[src/sv/bpnhm_pkg.sv]
// ----------------------------------------------------------------------------
// bpnhm_pkg
// Shared codes and types of the bus poll node health monitor.
// ----------------------------------------------------------------------------
package bpnhm_pkg;

  // bus event codes carried by func
  typedef enum logic [2:0] {
    FUNC_FRAME   = 3'd0,
    FUNC_SILENCE = 3'd1,
    FUNC_REPLY   = 3'd2,
    FUNC_DATA    = 3'd3,
    FUNC_SESSION = 3'd4,
    FUNC_LOAD    = 3'd5
  } func_e;

  // frame kinds on the result side
  typedef enum logic [1:0] {
    KIND_NONE  = 2'd0,
    KIND_POLL  = 2'd1,
    KIND_BCAST = 2'd2
  } kind_e;

  // sequencer states, one-hot
  typedef enum logic [5:0] {
    ST_IDLE     = 6'b000001,
    ST_FRAME_RD = 6'b000010,
    ST_SCAN     = 6'b000100,
    ST_CNT_RD   = 6'b001000,
    ST_CNT_MOD  = 6'b010000,
    ST_DONE     = 6'b100000
  } state_e;

  // register map: index of a register is paddr[2]
  localparam logic CFG_IDX_FAULT_LIMIT = 1'b0;

  localparam logic [7:0] FAULT_LIMIT_RESET = 8'd10;
  localparam logic [7:0] FAULT_LIMIT_MAX   = 8'hFF;
  localparam logic [7:0] FAULT_LIMIT_CAP   = 8'd254;

endpackage

[src/sv/bpnhm_ram.sv]
// ----------------------------------------------------------------------------
// bpnhm_ram
// Generic single-write, single-read RAM with registered read data.
// ----------------------------------------------------------------------------
module bpnhm_ram #(
  parameter int unsigned WIDTH = 8,
  parameter int unsigned DEPTH = 16,
  localparam int unsigned AW = (DEPTH > 1) ? $clog2(DEPTH) : 1
) (
  input  logic             clk_i,
  input  logic             we_i,
  input  logic [AW-1:0]    waddr_i,
  input  logic [WIDTH-1:0] wdata_i,
  input  logic [AW-1:0]    raddr_i,
  output logic [WIDTH-1:0] rdata_o
);

  logic [WIDTH-1:0] mem_q [DEPTH];

  // write port and registered read port
  always_ff @(posedge clk_i) begin
    if (we_i) begin
      mem_q[waddr_i] <= wdata_i;
    end
    rdata_o <= mem_q[raddr_i];
  end

endmodule

[src/sv/bus_poll_node_health_monitor.sv]
// ----------------------------------------------------------------------------
// bus_poll_node_health_monitor
// Round-robin bus poll master that tracks the health of each polled node.
// ----------------------------------------------------------------------------
// Usage: bus events enter on the valid/ready input channel (func plus reply
// and table-load fields), one transfer at a time. Each event yields exactly
// one result transfer on the output channel: the frame to send (none, poll
// or broadcast), the polled address and slot, and the healthy-node mask.
// fault_limit is written over the APB-style port, and the user must write
// it only while the block is idle; the block itself does not enforce this.
// The sequencer goes from idle to done for most events, through a read of
// the address table RAM for a poll, through a count read and update for
// silence charged to a node, and through a scan of the address table RAM at
// one entry per cycle for a status reply. One event is worked at a time; the
// next is taken once the sequencer is back in idle.
// The result sits in an output register, so the next event is taken while
// a result waits; a stalled receiver only holds back the following result.
// Reset clears the mask, all fault counts (per-node valid bits) and pending
// data, and puts the slot counter and the last polled node on the broadcast
// slot; the address table is undefined until loaded.
// ----------------------------------------------------------------------------
module bus_poll_node_health_monitor #(
  parameter int unsigned NODE_COUNT = 10
) (
  input  logic        clk_i,
  input  logic        rst_ni,
  // configuration port
  input  logic        psel,
  input  logic        penable,
  input  logic        pwrite,
  input  logic [2:0]  paddr,
  input  logic [31:0] pwdata,
  output logic [31:0] prdata,
  output logic        pready,
  // event input
  input  logic        in_valid_i,
  output logic        in_ready_o,
  input  logic [2:0]  func_i,
  input  logic [7:0]  reply_fault_i,
  input  logic [7:0]  reply_address_i,
  input  logic [3:0]  entry_index_i,
  input  logic [7:0]  entry_address_i,
  // result output
  output logic        out_valid_o,
  input  logic        out_ready_i,
  output logic [1:0]  frame_kind_o,
  output logic [7:0]  poll_address_o,
  output logic [3:0]  poll_index_o,
  output logic [15:0] node_ok_mask_o
);

  localparam int unsigned NAW = (NODE_COUNT > 1) ? $clog2(NODE_COUNT) : 1;
  localparam int unsigned CW  = $clog2(NODE_COUNT + 1);
  localparam logic [4:0]     NODES5   = 5'(NODE_COUNT);
  localparam logic [CW-1:0]  NODES_CW = CW'(NODE_COUNT);
  localparam logic [NAW-1:0] LAST_IDX = NAW'(NODE_COUNT - 1);

  // control state
  bpnhm_pkg::state_e     state_q, state_d;
  logic [7:0]            fault_limit_q;
  logic [4:0]            slot_q, slot_d;
  logic                  pend_q, pend_d;
  logic [4:0]            last_q, last_d;
  logic [15:0]           mask_q, mask_d;
  logic [NODE_COUNT-1:0] cnt_vld_q, cnt_vld_d;
  logic [CW-1:0]         scan_cnt_q, scan_cnt_d;
  logic                  rd_vld_q, rd_vld_d;
  logic                  found_q, found_d;
  logic                  out_valid_q, out_valid_d;

  // payload registers
  logic [NAW-1:0]        rd_idx_q, rd_idx_d;
  logic [NAW-1:0]        found_idx_q, found_idx_d;
  logic [NAW-1:0]        tgt_q, tgt_d;
  logic [7:0]            rfault_q, rfault_d;
  logic [7:0]            raddr_q, raddr_d;
  bpnhm_pkg::kind_e      res_kind_q, res_kind_d;
  logic [7:0]            res_paddr_q, res_paddr_d;
  logic [3:0]            res_pidx_q, res_pidx_d;
  bpnhm_pkg::kind_e      out_kind_q;
  logic [7:0]            out_paddr_q;
  logic [3:0]            out_pidx_q;
  logic [15:0]           out_mask_q;
  logic                  load_out;

  // memory ports
  logic                  tbl_we;
  logic [NAW-1:0]        tbl_raddr;
  logic [7:0]            tbl_rdata;
  logic                  cnt_we;
  logic [7:0]            cnt_wdata;
  logic [7:0]            cnt_rdata;

  // helpers
  logic                  in_fire;
  logic                  cfg_wr;
  logic [4:0]            sc;
  logic                  bcast;
  logic                  hit;
  logic [NAW-1:0]        hit_idx;
  logic [7:0]            lim;
  logic [7:0]            cur;

  // configuration port
  assign pready = 1'b1;
  assign cfg_wr = psel && penable && pwrite && (paddr[2] == bpnhm_pkg::CFG_IDX_FAULT_LIMIT);
  assign prdata = (paddr[2] == bpnhm_pkg::CFG_IDX_FAULT_LIMIT) ? {24'h0, fault_limit_q}
                                                               : 32'h0;

  // handshakes
  assign in_ready_o  = (state_q == bpnhm_pkg::ST_IDLE);
  assign in_fire     = in_valid_i && in_ready_o;
  assign out_valid_o = out_valid_q;

  // slot selection for a frame request
  assign sc    = (slot_q > NODES5) ? 5'd0 : slot_q;
  assign bcast = pend_q || (sc == NODES5);

  // table scan compare, last match wins
  assign hit     = (tbl_rdata == raddr_q);
  assign hit_idx = hit ? rd_idx_q : found_idx_q;

  // fault count read-modify-write
  assign lim       = (fault_limit_q == bpnhm_pkg::FAULT_LIMIT_MAX) ? bpnhm_pkg::FAULT_LIMIT_CAP
                                                                   : fault_limit_q;
  assign cur       = cnt_vld_q[tgt_q] ? cnt_rdata : 8'd0;
  assign cnt_wdata = cur + 8'd1;

  // address table
  bpnhm_ram #(
    .WIDTH (8),
    .DEPTH (NODE_COUNT)
  ) u_tbl_ram (
    .clk_i   (clk_i),
    .we_i    (tbl_we),
    .waddr_i (entry_index_i[NAW-1:0]),
    .wdata_i (entry_address_i),
    .raddr_i (tbl_raddr),
    .rdata_o (tbl_rdata)
  );

  // fault counters
  bpnhm_ram #(
    .WIDTH (8),
    .DEPTH (NODE_COUNT)
  ) u_cnt_ram (
    .clk_i   (clk_i),
    .we_i    (cnt_we),
    .waddr_i (tgt_q),
    .wdata_i (cnt_wdata),
    .raddr_i (tgt_q),
    .rdata_o (cnt_rdata)
  );

  // sequencer
  always_comb begin
    state_d     = state_q;
    slot_d      = slot_q;
    pend_d      = pend_q;
    last_d      = last_q;
    mask_d      = mask_q;
    cnt_vld_d   = cnt_vld_q;
    scan_cnt_d  = scan_cnt_q;
    rd_vld_d    = 1'b0;
    found_d     = found_q;
    out_valid_d = out_valid_q;
    rd_idx_d    = scan_cnt_q[NAW-1:0];
    found_idx_d = found_idx_q;
    tgt_d       = tgt_q;
    rfault_d    = rfault_q;
    raddr_d     = raddr_q;
    res_kind_d  = res_kind_q;
    res_paddr_d = res_paddr_q;
    res_pidx_d  = res_pidx_q;
    tbl_we      = 1'b0;
    tbl_raddr   = sc[NAW-1:0];
    cnt_we      = 1'b0;
    load_out    = 1'b0;

    if (out_valid_q && out_ready_i) begin
      out_valid_d = 1'b0;
    end

    case (state_q)
      bpnhm_pkg::ST_IDLE: begin
        if (in_fire) begin
          res_kind_d  = bpnhm_pkg::KIND_NONE;
          res_paddr_d = 8'd0;
          res_pidx_d  = 4'd0;
          rfault_d    = reply_fault_i;
          raddr_d     = reply_address_i;
          state_d     = bpnhm_pkg::ST_DONE;
          case (bpnhm_pkg::func_e'(func_i))
            bpnhm_pkg::FUNC_FRAME: begin
              slot_d = sc + 5'd1;
              if (bcast) begin
                pend_d     = 1'b0;
                res_kind_d = bpnhm_pkg::KIND_BCAST;
                last_d     = NODES5;
              end else begin
                res_kind_d = bpnhm_pkg::KIND_POLL;
                res_pidx_d = sc[3:0];
                last_d     = sc;
                state_d    = bpnhm_pkg::ST_FRAME_RD;
              end
            end
            bpnhm_pkg::FUNC_SILENCE: begin
              if (last_q < NODES5) begin
                tgt_d   = last_q[NAW-1:0];
                state_d = bpnhm_pkg::ST_CNT_RD;
              end
            end
            bpnhm_pkg::FUNC_REPLY: begin
              scan_cnt_d = '0;
              found_d    = 1'b0;
              state_d    = bpnhm_pkg::ST_SCAN;
            end
            bpnhm_pkg::FUNC_DATA: begin
              pend_d = 1'b1;
            end
            bpnhm_pkg::FUNC_SESSION: begin
              mask_d    = 16'd0;
              cnt_vld_d = '0;
            end
            bpnhm_pkg::FUNC_LOAD: begin
              tbl_we = ({1'b0, entry_index_i} < NODES5);
            end
            default: ;
          endcase
        end
      end

      bpnhm_pkg::ST_FRAME_RD: begin
        res_paddr_d = tbl_rdata;
        state_d     = bpnhm_pkg::ST_DONE;
      end

      bpnhm_pkg::ST_SCAN: begin
        tbl_raddr = scan_cnt_q[NAW-1:0];
        if (scan_cnt_q < NODES_CW) begin
          rd_vld_d   = 1'b1;
          scan_cnt_d = scan_cnt_q + CW'(1);
        end
        if (rd_vld_q && hit) begin
          found_d     = 1'b1;
          found_idx_d = rd_idx_q;
        end
        // last entry compared: act on the winning slot
        if (rd_vld_q && (rd_idx_q == LAST_IDX)) begin
          if (hit || found_q) begin
            if (rfault_q == 8'd0) begin
              mask_d             = mask_q | (16'd1 << hit_idx);
              cnt_vld_d[hit_idx] = 1'b0;
              state_d            = bpnhm_pkg::ST_DONE;
            end else begin
              tgt_d   = hit_idx;
              state_d = bpnhm_pkg::ST_CNT_RD;
            end
          end else begin
            state_d = bpnhm_pkg::ST_DONE;
          end
        end
      end

      bpnhm_pkg::ST_CNT_RD: begin
        state_d = bpnhm_pkg::ST_CNT_MOD;
      end

      bpnhm_pkg::ST_CNT_MOD: begin
        // count up below the limit; at the limit the node drops out
        if (cur < lim) begin
          cnt_we = 1'b1;
        end else if (cur == lim) begin
          cnt_we = 1'b1;
          mask_d = mask_q & ~(16'd1 << tgt_q);
        end
        if (cnt_we) begin
          cnt_vld_d[tgt_q] = 1'b1;
        end
        state_d = bpnhm_pkg::ST_DONE;
      end

      bpnhm_pkg::ST_DONE: begin
        if (!out_valid_q || out_ready_i) begin
          out_valid_d = 1'b1;
          load_out    = 1'b1;
          state_d     = bpnhm_pkg::ST_IDLE;
        end
      end

      default: begin
        state_d = bpnhm_pkg::ST_IDLE;
      end
    endcase
  end

  // control registers
  always_ff @(posedge clk_i or negedge rst_ni) begin
    if (!rst_ni) begin
      state_q       <= bpnhm_pkg::ST_IDLE;
      fault_limit_q <= bpnhm_pkg::FAULT_LIMIT_RESET;
      slot_q        <= NODES5;
      pend_q        <= 1'b0;
      last_q        <= NODES5;
      mask_q        <= 16'd0;
      cnt_vld_q     <= '0;
      scan_cnt_q    <= '0;
      rd_vld_q      <= 1'b0;
      found_q       <= 1'b0;
      out_valid_q   <= 1'b0;
    end else begin
      state_q     <= state_d;
      if (cfg_wr) begin
        fault_limit_q <= pwdata[7:0];
      end
      slot_q      <= slot_d;
      pend_q      <= pend_d;
      last_q      <= last_d;
      mask_q      <= mask_d;
      cnt_vld_q   <= cnt_vld_d;
      scan_cnt_q  <= scan_cnt_d;
      rd_vld_q    <= rd_vld_d;
      found_q     <= found_d;
      out_valid_q <= out_valid_d;
    end
  end

  // payload registers
  always_ff @(posedge clk_i) begin
    rd_idx_q    <= rd_idx_d;
    found_idx_q <= found_idx_d;
    tgt_q       <= tgt_d;
    rfault_q    <= rfault_d;
    raddr_q     <= raddr_d;
    res_kind_q  <= res_kind_d;
    res_paddr_q <= res_paddr_d;
    res_pidx_q  <= res_pidx_d;
    if (load_out) begin
      out_kind_q  <= res_kind_q;
      out_paddr_q <= res_paddr_q;
      out_pidx_q  <= res_pidx_q;
      out_mask_q  <= mask_q;
    end
  end

  assign frame_kind_o   = out_kind_q;
  assign poll_address_o = out_paddr_q;
  assign poll_index_o   = out_pidx_q;
  assign node_ok_mask_o = out_mask_q;

`ifndef SYNTHESIS
  // no health bit beyond the last node is ever set
  a_mask_range: assert property (@(posedge clk_i) disable iff (!rst_ni)
    (mask_q >> NODE_COUNT) == 16'd0)
    else $error("health bit set for a node that does not exist");

  // a poll result always names a real node
  a_poll_idx: assert property (@(posedge clk_i) disable iff (!rst_ni)
    (out_valid_q && (out_kind_q == bpnhm_pkg::KIND_POLL)) |-> ({1'b0, out_pidx_q} < NODES5))
    else $error("poll index out of range");

  // non-poll results carry zero address and slot
  a_nonpoll_zero: assert property (@(posedge clk_i) disable iff (!rst_ni)
    (out_valid_q && (out_kind_q != bpnhm_pkg::KIND_POLL))
      |-> ((out_paddr_q == 8'd0) && (out_pidx_q == 4'd0)))
    else $error("address or slot on a non-poll result");

  // slot counter stays within one past the broadcast slot
  a_slot_range: assert property (@(posedge clk_i) disable iff (!rst_ni)
    slot_q <= (NODES5 + 5'd1))
    else $error("slot counter out of range");

  // a count update follows its read and targets a real node
  a_cnt_rmw: assert property (@(posedge clk_i) disable iff (!rst_ni)
    (state_q == bpnhm_pkg::ST_CNT_MOD)
      |-> (($past(state_q) == bpnhm_pkg::ST_CNT_RD) && (5'(tgt_q) < NODES5)))
    else $error("fault count update without a read of a valid node");
`endif

endmodule

[config.mk]
export PLATFORM = sky130hd
export DESIGN_NAME = bus_poll_node_health_monitor
export DESIGN_NICKNAME = d
export VERILOG_FILES = /design/src/sv/bpnhm_pkg.sv /design/src/sv/bpnhm_ram.sv /design/src/sv/bus_poll_node_health_monitor.sv
export SDC_FILE = /design/constraint.sdc
export NUM_CORES = 1
export LEC_CHECK = 0
export BUFFER_PORTS_ARGS = -buffer_cell sky130_fd_sc_hd__buf_2
export CAP_MARGIN = 20
export CORE_MARGIN = 10
export CORE_UTILIZATION = 35
export DETAILED_ROUTE_END_ITERATION = 8
export PLACE_DENSITY = 0.6
export SLEW_MARGIN = 20
export SYNTH_ARGS = -nofsm -noshare
export SYNTH_HDL_FRONTEND = slang
export SYNTH_HIERARCHICAL = 1
export SYNTH_SLANG_ARGS = --single-unit
export TNS_END_PERCENT = 5
[constraint.sdc]
create_clock -name clk_i -period 5.6 [get_ports clk_i]
set_clock_uncertainty 0.15 [all_clocks]
set_input_delay 1.12 -clock clk_i [delete_from_list [all_inputs] [get_ports clk_i]]
set_output_delay 1.12 -clock clk_i [all_outputs]
set_load 0.01 [all_outputs]
Word-level counts from Yosys, hierarchy flattened
Memory sizes are Yosys's and may differ from the RTL's. A register that Yosys moved wholly into a read port is not among the register bits.
Cells that the tools add are included.
{"block": "totals", "regBits": 130, "mem_bits_rw": 160, "input_bits": 73, "output_inout_bits": 65, "word_cells": 186, "memories": 2}
{"name": "u_cnt_ram.mem_q", "words": 10, "word_bits": 8, "rd": 1, "rd_ports_with_merged_regs": 1, "wr": 1, "line_no": "bpnhm_ram.sv:18", "source": "logic [WIDTH-1:0] mem_q [DEPTH];"}
{"name": "u_tbl_ram.mem_q", "words": 10, "word_bits": 8, "rd": 1, "rd_ports_with_merged_regs": 1, "wr": 1, "line_no": "bpnhm_ram.sv:18"}
{"block": "op_classes", "addsub": 3, "order_cmp": 9, "n_eq_ne": 32, "n_shift": 2, "mux": 75, "bitwise": 8, "reduce_logical": 32}
{"op": "$mux W16", "n": 7}
{"op": "$mux W10", "n": 6}
{"op": "$pmux W16 S3", "n": 1}
{"op": "$mux W4", "n": 11}
{"op": "$mux W6", "n": 7}
{"op": "$mux W8", "n": 4}
{"op": "$shl A1 B4 Y16 const A", "n": 2}
{"op": "$pmux W10 S3", "n": 1}
{"op": "$pmux W6 S5", "n": 1}
{"op": "$mux W1", "n": 25}
{"op": "$ne A2 B2 Y1 const B", "n": 11}
{"op": "$pmux W6 S3", "n": 1}
{"op": "$and A16 B16 Y16", "n": 1}
{"op": "$eq A8 B8 Y1", "n": 2}
{"op": "$not A16 Y16", "n": 1}
{"op": "$or A16 B16 Y16", "n": 1}
{"op": "$pmux W4 S2", "n": 2}
{"op": "$pmux W8 S2", "n": 1}
{"op": "$reduce_and A7 Y1", "n": 2}
{"op": "$reduce_and A4 Y1", "n": 3}
{"op": "$and A10 B10 Y10", "n": 1}
{"op": "$lt A4 B5 Y1 const B", "n": 2}
{"op": "$mux W5", "n": 2}
{"op": "$ne A2 B1 Y1 const B", "n": 5}
{"op": "38 further kinds", "n": 61}

Logic depth before layout (Yosys ltp)
{"block": "logic_depth", "ltp_word": 12, "depth_mapped": 16}

Hierarchy
Netlist, hierarchy kept.
{"mod": "bpnhm_ram", "instances": 2, "cells_per_inst": 189, "area_each_um2": 3402.0, "seq_area_each_um2": 2562.5}
{"mod": "bus_poll_node_health_monitor", "instances": 1, "cells_per_inst": 548, "area_each_um2": 6298.5, "seq_area_each_um2": 3582.2}

Worst setup path after synthesis
No wires, ideal clock.
{"block": "synth_timing", "path_kind": "register to register", "startpoint": "reg tgt_q[0]", "endpoint": "mem u_cnt_ram.mem_q[0][0] (enable)", "setup_time_ps": 383, "t_arrival_ps": 4361, "t_required_ps": 5067, "setup_slack_ps": 705, "path_stages_with_launch": 16, "path_buffers": 3, "period_less_slack_ps": 4895, "path_cell_list": "edfxtp_1 clkbuf_1 mux4_2 nand2_1 o21ai_0 clkbuf_1 and2_1 ha_1 nor2b_1 o211ai_1 a21oi_1 o31ai_1 clkbuf_1 and2_1 or3b_2 nor3_1"}
{"block": "synth_via", "elab_chain_len": 10}
{"element": "start: declaration", "line_no": "bus_poll_node_health_monitor.sv:74", "source": "logic [NAW-1:0] tgt_q, tgt_d;"}
{"element": "start signal: assignment", "line_no": "bus_poll_node_health_monitor.sv:332", "source": "tgt_q <= tgt_d;"}
{"element": "$bmux W1 S4 *", "line_no": "bus_poll_node_health_monitor.sv:126", "source": "assign cur = cnt_vld_q[tgt_q] ? cnt_rdata : 8'd0;"}
{"element": "$mux W1 (implied by the code) *", "line_no": "bus_poll_node_health_monitor.sv:126"}
{"element": "$mux W8 *", "line_no": "bus_poll_node_health_monitor.sv:126"}
{"element": "branches (longest 2 deep; another with $lt A8 B8 Y1)"}
{"element": "$mux W1 *", "line_no": "bus_poll_node_health_monitor.sv:271", "source": "if (cur < lim) begin"}
{"element": "$mux W1 * (2 in a row)", "line_no": "bus_poll_node_health_monitor.sv:184", "source": "case (state_q)"}
{"element": "via cnt_we", "line_no": "bus_poll_node_health_monitor.sv:90", "source": "logic cnt_we;"}
{"element": "$mux W1 *", "line_no": "bpnhm_ram.sv:22", "source": "if (we_i) begin"}
{"element": "$mux W1 (implied by the code) *", "line_no": "bpnhm_ram.sv:23", "source": "mem_q[waddr_i] <= wdata_i;"}
{"element": "end: declaration", "line_no": "bpnhm_ram.sv:18"}
Mark *: on every way through the listed nets, which the timed path passes. The select of a mux whose other input is x is not followed.

Final worst setup path
{"block": "layout_timing", "startpoint": "reg tgt_q[0]", "endpoint": "mem u_cnt_ram.mem_q[0][7] (enable)"}
The elaborated chain is that of the path after synthesis.

==> metrics.txt <==
routed vias=7685; Nets=1114; Clock Latency Late Sink=520 ps; H-tree levels=2; IO Pins=138; Seq pwr share=52.0%; overall power=4.702 mW; DR pass1 iterations=5; vias in the first global route=7644; P_sw=970.9 uW; fin cells=1523; first-pass GRT wire length=43900 microns; # setup viols final=0; TritonCTS clock tree=done; Die Wd=213.5 microns; status=completed; crit-path most repeated cell=and2_1; Syn Area/Cell=14.15 sq um; DRC Markers=0; WL per Instance=18.72 microns; hold endpoint=poll_address_o[4]; EDFF count, synth=228; Worst EP required=5650 ps; Yosys warnings=6; r2r setup slk=1040 ps; Post-CTS Setup Inserts=0; Hold Worst Slack=267.2 ps; site row count=70; sequential share of the synthesized area=66.45%; Slowest-stage cell, CP=edfxtp_1; unrepaired setup endpoints after global routing=false; CTS Buffer Depth=3; Worst VDD drop=0.2207 mV; CP Cell Sequence=mux4_2 -> mux2i_1 -> o21ai_0 -> and2_1 -> inv_1 -> ha_1 -> nor2b_1 -> o211ai_1 -> a21oi_1 -> o31ai_1 -> and2_1 -> or3b_2 -> nor3_1 -> buf_4; Yosys cell types=74; relative slew slack=27.28%; synthesized cell area=13100 sq um; Worst R2R End=u_cnt_ram/mem_q[0][7]; commonest non-fill, non-tap cells in the layout=edfxtp_1, buf_2, mux2_2; DIE AREA=45580 sq um; area of the multi-input gates=3948 sq um; Max stage delay on crit path=630 ps; Die Span Y=213.5 microns; diode count=0; port bufs=86; RePlAce Congestion=0.8041; Final WS setup=1042 ps; Synth Register Bits=306; Critical R2R Launch=tgt_q[0]; worst setup path class=reg2reg; fill count=3410; DP HPWL=19240 microns; actual slew at the worst max-slew pin=1060 ps; max-slew violation count=0; share of post-route cells with drive strength above 1=23.41%; clock share of power=45.0%; Cells on Worst Hold Path=0; pwr dens=314.0 nW/um^2; GRT Residual Overflow=0; fin crit share=81.40%; CTS root buffer=clkbuf_16; Clock transition at path regs=60 ps; Post-Route WL=28510 microns; MaxCap Viol Count=0; area grow syn2layout=14.31%; commonest non-fill, non-tap cell in the layout=edfxtp_1; Async S/R FF share, synth=18.95%; CTS Hold Buffers Added=0; ys flop type=edfxtp_1; Syn Inst Count=926; Leakage=5.185 nW; crit end category=flop; clk sinks=306; Worst setup SP type=flop; HP Class=reg2reg; initial antenna violation count=0; Tmin final=4558 ps; maximum number of pins on one net before global-route repair=59; reg2reg path depth=14; core box area=36790 sq um; start point of the worst hold path=res_paddr_q[4]; CP Buf/Inv Count=2; arrival time worst endpoint=4610 ps; final hold violations=0; Post-Place Cells=1461; Reg area=8707 sq um; drt via density=5.046; Comb pwr share=3.0%; remaining antenna violation count after routing=0; PostCTS Resize Cnt=0; setup tns final=0 ps; Detailed Route Iter0 Violations=532; max frequency=0.2194 GHz; Placement Setup Slack=939.5 ps; initial core utilization=35.62%; Tot GR Track Use=12.28%; Pint=3.731 mW; cell family with most CP delay=simple AND/OR/NAND/NOR gates; crit path max fanout=12; switching part of the total=20.65%; total CTS buffers=34
[registers in the layout, summed over array words and instances (netlist names), 6 cells and up]
signal	cells
cnt_vld_q	10
fault_limit_q	8
mask_q	16
node_ok_mask_o	16
poll_address_o	8
raddr_q	8
res_paddr_q	8
rfault_q	8
state_q	6
u_cnt_ram/mem_q	80
u_cnt_ram/rdata_o	8
u_tbl_ram/mem_q	80
u_tbl_ram/rdata_o	8
[Yosys cell counts (15+ instances only)]
cell type  number  area (sq um)
clkbuf_1       16         60.06
dfrtp_1        51          1276
nor2b_1        18         112.6
buf_4          25         187.7
a21oi_1        28         140.1
dfxtp_1        20         400.4
nor2_1         54         202.7
o22ai_1        17         106.4
and2_1         24         150.1
edfxtp_1      228          6847
inv_1          15         56.30
nand2_1        52         195.2
mux2_2         59         664.4
a22o_1         16         140.1
mux2i_1        44         440.4
o21ai_0        39         195.2
o31ai_1        19         142.6
[power groups by stage]
stage / combinational (mW) / sequential (mW) / clock, mW
floorplan: 0.0877 / 2.49 / 0
global placement: 0.136 / 2.49 / 0
detailed placement: 0.142 / 2.49 / 0
global route: 0.158 / 2.45 / 2.27
CTS: 0.142 / 2.44 / 2.18
finish: 0.140 / 2.45 / 2.12
[through the flow]
step	utilization [%]	area, sq um
after detailed placement	37.80	13900
after CTS	40.71	14980
after floorplan	-	13190
final	40.71	14980
after global routing	40.71	14980
after global placement	37.80	13900
[kinds of logic (layout without fill, tap and decap cells)]
group	after synthesis	count (layout)	synth area share [%]
adder cells (fa/ha/maj)	12	12	1.146
multiplexers	105	105	8.776
AO/OA/AOI/OAI	177	177	9.081
flip-flops	306	306	66.45
buffers and inverters	81	187	4.221
other	2	25	0.05732
XOR/XNOR	16	16	1.069
AND/OR/NAND/NOR	227	227	9.196
[how the worst max path moves through the flow]
stage / startpoint / to / slack, ps / cells after the start
6_report: tgt_q[0] / u_cnt_ram/mem_q[0][7] / 1040 / 14
5_1_grt: tgt_q[0] / u_cnt_ram/mem_q[0][7] / 560 / 14
2_1_floorplan: tgt_q[0] / u_cnt_ram/mem_q[0][0] / 710 / 15
3_3_place_gp: tgt_q[0] / u_cnt_ram/mem_q[0][5] / 980 / 14
3_5_place_dp: tgt_q[0] / u_cnt_ram/mem_q[0][5] / 940 / 14
4_1_cts: tgt_q[0] / u_cnt_ram/mem_q[0][7] / 900 / 14
[metal layers]
layer / GRT usage (%) / part of all wire (%) / wire length [microns]
met3: 2.468 / 5.6 / 1610
met5: 0 / 0 / 0
met2: 19.18 / 46 / 13130
met1: 16.74 / 46 / 13060
met4: 4.204 / 2.5 / 711
[worst reg2reg max path, cell delays in order (launching register included)]
cell and delay (ps):
edfxtp_1 630, mux4_2 560, mux2i_1 120, o21ai_0 220, and2_1 260, inv_1 260
ha_1 210, nor2b_1 50, o211ai_1 200, a21oi_1 90, o31ai_1 370, and2_1 260
or3b_2 510, nor3_1 160, buf_4 210
[cell type report]
class	count	share of cell area, %
sequential	306	58.14
multi-input combinational	562	26.36
clock buffer	45	6.307
timing repair buffer	109	4.027
tap	468	3.910
clock inverter	17	0.8521
inverter	16	0.4094
No activity file was read; power rests on OpenSTA's default activity.
